===== config.mk =====
export PLATFORM = sky130hd
export DESIGN_NAME = line_pixel_rasterizer_unit
export DESIGN_NICKNAME = d
export VERILOG_FILES = /design/src/hw/rtl/lpr_pkg.sv /design/src/hw/rtl/line_pixel_rasterizer_unit.sv
export SDC_FILE = /design/constraint.sdc
export NUM_CORES = 1
export LEC_CHECK = 0
export BUFFER_PORTS_ARGS = -buffer_cell sky130_fd_sc_hd__buf_4
export CAP_MARGIN = 20
export CORE_MARGIN = 8
export CORE_UTILIZATION = 32
export CTS_CLUSTER_DIAMETER = 80
export DETAILED_ROUTE_END_ITERATION = 10
export GPL_TIMING_DRIVEN = 0
export SLEW_MARGIN = 20
export SYNTH_ARGS = -nofsm -noshare
export SYNTH_HDL_FRONTEND = slang
export SYNTH_SLANG_ARGS = --single-unit

===== constraint.sdc =====
create_clock -name clk -period 9.04 [get_ports clk]
set_clock_uncertainty 0.05 [all_clocks]
set_input_delay 2.26 -clock clk [delete_from_list [all_inputs] [get_ports clk]]
set_output_delay 2.26 -clock clk [all_outputs]
set_load 0.02 [all_outputs]

===== src/hw/rtl/lpr_pkg.sv =====
package lpr_pkg;

  localparam int COORD_BITS = 8;
  localparam int COLOR_BITS = 5;
  localparam int STEP_BITS  = COORD_BITS + 1;

  typedef logic [COORD_BITS-1:0] coord_t;
  typedef logic [COLOR_BITS-1:0] color_t;
  typedef logic [STEP_BITS-1:0]  steps_t;

  // Command codes
  localparam logic CMD_START = 1'b0;
  localparam logic CMD_STEP  = 1'b1;

  typedef struct packed {
    logic   cmd;
    coord_t x_start;
    coord_t y_start;
    coord_t x_end;
    coord_t y_end;
    color_t color_index;
  } req_t;

  typedef struct packed {
    coord_t pixel_x;
    coord_t pixel_y;
    color_t pixel_color;
    logic   last;
  } pix_t;

endpackage


===== src/hw/rtl/line_pixel_rasterizer_unit.sv =====
// Line rasterizer: turns two screen endpoints into a stream of pixels.
// Request channel (req_valid/req_ready/req): a beat with cmd = CMD_START loads
//   both endpoints and a color index and yields no pixel; a beat with
//   cmd = CMD_STEP yields the next pixel of the active line, or nothing if
//   no line is active. A start while a line is active drops that line.
// Pixel channel (pix_valid/pix_ready/pix): one beat per step, carrying x, y,
//   the held color index and last = 1 on the final pixel.
// Output: the pixel of an accepted step beat is loaded into the pixel
//   register, so it is visible on the port in the next cycle.
// Throughput: one request beat per cycle. The pixel register is taken and
//   refilled in the same cycle, so req_ready stays high while the receiver
//   keeps up; the per-cycle work is one add/compare on the minor-axis
//   accumulator and one increment of the major coordinate.
// Stall: while a pixel waits with pix_ready low, req_ready drops and the
//   pixel holds unchanged.
// Reset (rst, synchronous): no line active, pixel register empty.
module line_pixel_rasterizer_unit (
  input  logic          clk,
  input  logic          rst,
  input  logic          req_valid,
  output logic          req_ready,
  input  lpr_pkg::req_t req,
  output logic          pix_valid,
  input  logic          pix_ready,
  output lpr_pkg::pix_t pix
);
  import lpr_pkg::*;

  // Line state
  logic   busy;
  logic   steep;
  logic   minor_down;
  logic   major_down;
  coord_t major_coord;
  coord_t minor_base;
  coord_t quotient;
  coord_t remainder;
  coord_t minor_span;
  coord_t major_span;
  steps_t steps_left;
  color_t color_held;

  logic accept;
  logic is_start;
  logic emit;

  // Setup of a new line
  logic   swap;
  coord_t x0, y0, x1, y1;
  coord_t dx, ady;
  logic   down;
  logic   vertical;
  logic   shallow;
  coord_t y_min;
  coord_t y_span;

  // Per-pixel datapath
  coord_t offset;
  coord_t minor;
  logic   fin;
  logic [COORD_BITS:0] rem_sum;
  logic                rem_wrap;
  logic [COORD_BITS:0] rem_diff;
  coord_t              remainder_next;

  assign req_ready = !pix_valid || pix_ready;
  assign accept    = req_valid && req_ready;
  assign is_start  = (req.cmd == CMD_START);
  assign emit      = accept && !is_start && busy;

  always_comb begin
    swap     = req.x_start > req.x_end;
    x0       = swap ? req.x_end   : req.x_start;
    y0       = swap ? req.y_end   : req.y_start;
    x1       = swap ? req.x_start : req.x_end;
    y1       = swap ? req.y_start : req.y_end;
    dx       = x1 - x0;
    down     = y1 < y0;
    ady      = down ? (y0 - y1) : (y1 - y0);
    shallow  = ady <= dx;
    vertical = req.x_start == req.x_end;
    y_min    = (req.y_start < req.y_end) ? req.y_start : req.y_end;
    y_span   = (req.y_start < req.y_end) ? (req.y_end - req.y_start)
                                         : (req.y_start - req.y_end);
  end

  always_comb begin
    // rounding toward floor when the minor axis runs downward
    offset   = quotient + COORD_BITS'(minor_down && (remainder != '0));
    minor    = minor_down ? (minor_base - offset) : (minor_base + offset);
    fin      = steps_left <= STEP_BITS'(1);
    rem_sum  = {1'b0, remainder} + {1'b0, minor_span};
    rem_wrap = rem_sum >= {1'b0, major_span};
    rem_diff = rem_sum - {1'b0, major_span};
    remainder_next = rem_wrap ? rem_diff[COORD_BITS-1:0] : rem_sum[COORD_BITS-1:0];
  end

  always_ff @(posedge clk) begin
    if (rst) begin
      busy <= 1'b0;
    end else if (accept && is_start) begin
      busy <= 1'b1;  // every start has at least one pixel
    end else if (emit) begin
      busy <= !fin;
    end
  end

  always_ff @(posedge clk) begin
    if (accept && is_start) begin
      color_held <= req.color_index;
      quotient   <= '0;
      remainder  <= '0;
      if (vertical) begin
        steep       <= 1'b1;
        minor_base  <= req.x_start;
        minor_down  <= 1'b0;
        major_down  <= 1'b0;
        major_coord <= y_min;
        minor_span  <= '0;
        major_span  <= COORD_BITS'(1);
        steps_left  <= {1'b0, y_span} + STEP_BITS'(1);
      end else if (shallow) begin
        steep       <= 1'b0;
        major_coord <= x0;
        major_down  <= 1'b0;
        minor_base  <= y0;
        minor_down  <= down;
        minor_span  <= ady;
        major_span  <= dx;
        steps_left  <= {1'b0, dx};
      end else begin
        steep       <= 1'b1;
        major_coord <= y0;
        major_down  <= down;
        minor_base  <= x0;
        minor_down  <= 1'b0;
        minor_span  <= dx;
        major_span  <= ady;
        steps_left  <= {1'b0, ady};
      end
    end else if (emit) begin
      major_coord <= major_down ? (major_coord - COORD_BITS'(1))
                                : (major_coord + COORD_BITS'(1));
      remainder   <= remainder_next;
      if (rem_wrap) begin
        quotient <= quotient + COORD_BITS'(1);
      end
      steps_left  <= fin ? '0 : (steps_left - STEP_BITS'(1));
    end
  end

  // Output register
  always_ff @(posedge clk) begin
    if (rst) begin
      pix_valid <= 1'b0;
    end else if (emit) begin
      pix_valid <= 1'b1;
    end else if (pix_ready) begin
      pix_valid <= 1'b0;
    end
  end

  always_ff @(posedge clk) begin
    if (emit) begin
      pix.pixel_x     <= steep ? minor : major_coord;
      pix.pixel_y     <= steep ? major_coord : minor;
      pix.pixel_color <= color_held;
      pix.last        <= fin;
    end
  end

endmodule


## After elaboration in Yosys (flattened, before gate mapping)

Cells that the tools add are included.

| word-level totals | value |
|---|---|
| flip-flop bits (word level) | 89 |
| output and inout bits | 24 |
| input port bits | 42 |

| cells by class | value |
|---|---|
| order comparisons | 6 |
| bitwise gates (word level) | 2 |
| reduce and logical (&&, ||, !) cells | 14 |
| $add $sub $neg | 15 |
| equality and inequality tests | 1 |
| multiplexer cells | 30 |

Operators with widths:

| kind | number |
|---|---|
| $mux 8 | 21 |
| $sub 8x8->8 | 7 |
| $mux 9 | 4 |
| $add 8x1->8 const B | 2 |
| $lt 8x8->1 | 2 |
| $add 8x1->9 const B | 1 |
| $add 8x8->9 | 1 |
| $ge 9x8->1 | 1 |
| $le 9x1->1 const B | 1 |
| $sub 9x1->9 const B | 1 |
| $add 8x1->8 | 1 |
| $add 8x8->8 | 1 |
| $eq 8x8->1 | 1 |
| $gt 8x8->1 | 1 |
| $le 8x8->1 | 1 |
| $reduce_bool 8->1 | 1 |
| $sub 8x1->8 const B | 1 |
| $logic_and 1x1->1 | 5 |
| $mux 1 | 5 |
| $reduce_bool 2->1 | 2 |
| $reduce_or 2->1 | 2 |
| $logic_not 1->1 | 2 |
| $not 1->1 | 2 |
| $reduce_and 2->1 | 1 |
| $logic_or 1x1->1 | 1 |

## Depth between registers and ports, before layout

| depth | value |
|---|---|
| depth in word-level cells | 8 |
| mapped depth | 30 |
| gate-level depth less buffers | 27 |

## Worst setup path after synthesis

No wires, ideal clock.

| timing | value |
|---|---|
| kind | input to register |
| start point | input port req[17] (netlist bit) |
| end point | register steps_left[4] (data pin) |
| library setup time | 0.256 ns |
| cell stages on the path | 27 |
| slack | 1.948 ns |
| data arrival time | 6.786 ns |
| cells stage by stage | inv_1 ha_1 nand4_2 or2_1 buf_2 and2_4 buf_6 nor2_8 buf_2 buf_1 nor2_1 a21oi_1 ha_1 a21oi_1 o31ai_1 a211oi_1 xnor2_1 inv_1 ha_1 and3_1 o21ai_0 a21oi_1 o31ai_1 clkbuf_1 mux2i_1 a21oi_1 a31o_2 |

| on the way | value |
|---|---|
| longest elaborated chain between the ends | 8 |
| elaborated cells between the ends (all ways) | 15 |
| classes of those cells | add/sub: 3; order compare: 3; eq/ne: 1; mux: 8 |

Ends and longest elaborated chain:

| what | line | source |
|---|---|---|
| from (decl) | line_pixel_rasterizer_unit.sv:22 | `input lpr_pkg::req_t req,` |
| $gt 8x8->1 | line_pixel_rasterizer_unit.sv:72 | `swap = req.x_start > req.x_end;` |
| $mux 8 (on tied branches) | line_pixel_rasterizer_unit.sv:76, line_pixel_rasterizer_unit.sv:74 |  |
| $sub 8x8->8 or $lt 8x8->1 (tied branches) | line_pixel_rasterizer_unit.sv:79, line_pixel_rasterizer_unit.sv:78 |  |
| $mux 8 | line_pixel_rasterizer_unit.sv:79 | `ady = down ? (y0 - y1) : (y1 - y0);` |
| $le 8x8->1 | line_pixel_rasterizer_unit.sv:80 | `shallow = ady <= dx;` |
| $mux 8 | line_pixel_rasterizer_unit.sv:122 | `end else if (shallow) begin` |
| $mux 9 * | line_pixel_rasterizer_unit.sv:113 | `if (vertical) begin` |
| $mux 9 * | line_pixel_rasterizer_unit.sv:109 | `if (accept && is_start) begin` |
| to (signal assigned) | line_pixel_rasterizer_unit.sv:121 | `steps_left <= {1'b0, y_span} + STEP_BITS'(1);` |
| to (signal assigned) | line_pixel_rasterizer_unit.sv:130 | `steps_left <= {1'b0, dx};` |
| to (signal assigned) | line_pixel_rasterizer_unit.sv:139 | `steps_left <= {1'b0, ady};` |
| to (decl) | line_pixel_rasterizer_unit.sv:40 | `steps_t steps_left;` |

Every way passes the cells marked *; elsewhere a longest branch is shown, timed or not.
A chain may end at the register's enable or synchronous reset.

## Worst setup path after layout

Same ends and word-level chain as after synthesis.

==> metrics.md <==
| Metric | Value |
|---|---|
| Die Span X | 172 um |
| Routed WL | 22300 um |
| Vias in the first global route | 6583 |
| Synth Flop Type | edfxtp_1 |
| CP delay by family, top | compound AO/OA/AOI/OAI gates |
| Port Buf Inserts | 65 |
| Die ar. | 29600 sq um |
| # Post-CTS Setup Buffers | 0 |
| Share of the synthesized area in the top cell type | 27.3% |
| Worst skew pair latency | 340 ps |
| Register area | 2490 sq um |
| Avg WL per Cell | 17.1 um |
| Vias per cell | 5.27 |
| Hpwl dp | 17900 um |
| Mapped Cells | 899 |
| Starting DRT DRC Count | 562 |
| CP bufs+invs | 7 |
| Total GRT Usage | 15.2% |
| Starting density of the core | 32.4% |
| CTS tree | built |
| IO Pins | 66 |
| Rows | 57 |
| Finished Cell Area | 9060 sq um |
| Clock root buffer | clkbuf_16 |
| CP endpoint kind | flip-flop |
| RSZ-0062 raised after global routing | false |
| DRC | 0 |
| Crit Path Max Fanout | 10 |
| Crit Path Category | primary input to flip-flop |
| CP Launch Type | primary input |
| Power, Total | 2390 uW |
| Inst Count DP | 1289 |
| Synth area leaders | edfxtp_1 27%, ha_1 11%, a21oi_1 5.6% |
| Hold Crit Class | flip-flop to flip-flop |
| GPL Wtd Cong | 0.930 |
| Layout cells sized above 1 | 12.9% |
| Crit-path most repeated cell | a21oi_1 |
| CTS sink cnt | 89 |
| P&R area growth vs syn | 16.1% |
| Most frequent cells in the layout | 88 x a21oi_1, 87 x nand2_1, 74 x nor2_1 |
| Setup-failing EPs final | 0 |
| Smallest hold slack | 370 ps |
| Mapped Avg Cell Area | 8.68 sq um |
| Largest net degree at the start of global routing | 32 |
| Max_slew headroom | 39.9% |
| CORE AREA | 24100 sq um |
| Clock slew seen by the registers of the worst setup and hold paths | 60 ps |
| FF+latch count, synth | 89 |
| Multi-input gate area | 4870 sq um |
| Synth Cell Area | 7800 sq um |
| CTS Buf Count | 9 |
| Fillers | 2500 |
| Tightest Pin Transition | 879 ps |
| Cts hold-fix bufs | 0 |
| Fmax | 0.117 GHz |
| Layout Nets | 1095 |
| Synth warn | 0 |
| Number of distinct library cells after synthesis | 76 |
| Pwr Density | 263 nW/um^2 |
| Crit path DAT | 8620 ps |
| Die height | 172 um |
| Max Slew Vio Count | 0 |
| H-tree levels | 3 |
| Required time worst endpoint | 9090 ps |
| Worst-case vdd ir drop | 91.1 uV |
| Most common cell after layout, fill and taps aside | a21oi_1 |
| DR vias | 6882 |
| Final period util | 94.8% |
| Syn_nets | 1017 |
| Initial antenna violation count | 0 |
| Slowest stage delay, CP | 480 ps |
| Area leader, netlist | edfxtp_1 |
| Post-cts resize count | 0 |
| Final min period | 8570 ps |
| Max cap viols | 0 |
| Slowest cell on crit path | nor2_1 |
| Global route total overflow | 0 |
| First-pass GRT wire length | 35200 um |
| Final setup TNS | 0 ps |
| Ant diodes | 0 |
| Finished Layout Cells | 1306 |
| Post-synth EDFFs | 71 |
| LEAKAGE | 0.00382 uW |
| Dpl cell area | 8730 sq um |
| Final Hold Vio Count | 0 |
| Sequential fraction of the synthesis area | 31.9% |
| Asr flop ratio synth | 0% |
| 1st-pass router iterations | 5 |
| Max Root-Sink Buffers | 2 |
| Run status | finished, final reports clean |
| DRT antenna net count | 0 |
where the power goes:
part           internal, uW  total (uW)  switching (uW)
Sequential              568         610            42.1
Clock                   227         382             155
Combinational           552        1390             843
Total                  1350        2390            1040
cell families (layout without fill, tap and decap cells):
kind of cell	after synthesis	after routing	synth area share, %
compound gates	265	265	22.0
simple gates	256	256	15.2
buf+inv	111	194	5.67
flops	89	89	31.9
fa+ha+maj	76	76	12.8
xor+xnor	69	69	8.03
mux	33	33	4.39
registers in the layout, summed over array words and instances (netlist names):
signal       flops
pix             22
color_held       5
minor_base       8
major_coord      8
minor_span       8
busy             1
steps_left       9
steep            1
major_down       1
remainder        8
major_span       8
minor_down       1
pix_valid        1
quotient         8
worst reg2reg max path: cells and delay by family (launching register included):
kind	cells	cell delay, ps
AO/OA/AOI/OAI	6	1870
XOR/XNOR	2	310
adder cells (fa/ha/maj)	3	940
flip-flops	1	370
AND/OR/NAND/NOR	4	540
per-layer routing:
metal / vias to the layer above / global-route usage, % / part of all wire [%]
met3: 29 / 1.92 / 5.9
met5: - / 0 / 0
met4: 0 / 5.32 / 2.2
met2: 201 / 24.2 / 45
met1: 3254 / 20.8 / 47
li1: 3398 / - / -
synthesized netlist by cell type (6+ instances only):
cell type  instances
o21ai_0           53
nor2b_1            9
xor2_1            28
xnor2_1           38
a21o_1            15
fa_1               6
ha_1              70
inv_1             73
o31ai_1            8
mux2i_1           23
a31oi_1            6
clkbuf_1          20
dfxtp_1           18
and3_1            11
nand4_1           10
mux2_2            10
edfxtp_1          71
nand3_1           23
a221oi_1           8
and2_1             6
nor2_1            74
a21oi_1           88
buf_1              6
nor3_1             9
nand2_1           87
buf_2              9
o21bai_1          11
o22ai_1           10
a211oi_1          14
o211ai_1           7
path summary, 6_finish.rpt:
| kind | start | endpoint | slack (ps) | cells after the start |
|---|---|---|---|---|
| worst max-delay path | req[17] | steps_left[4] | 470 | 27 |
| worst min register to register | color_held[3] | pix[4] | 370 | 0 |
| worst min-delay path | color_held[3] | pix[4] | 370 | 0 |
| worst max register to register | minor_span[0] | quotient[6] | 4860 | 15 |
through the flow:
step | util [%] | setup WS, ps
6_report | 37.6 | 474
3_3_place_gp | 36.1 | 368
5_1_grt | 37.6 | 4.59
4_1_cts | 37.5 | 670
2_1_floorplan | - | 1950
3_5_place_dp | 36.2 | 336
cell type report:
cell class,count,share of cell area [%]
repair buffers,67,5.96
multi-input cells,699,53.7
clock buffers,13,3.23
well taps,324,4.47
clock inverters,3,0.193
flip-flops and latches,89,27.5
inverters,74,3.07
plain buffers,37,1.84
(Power assumes the default switching activity.)
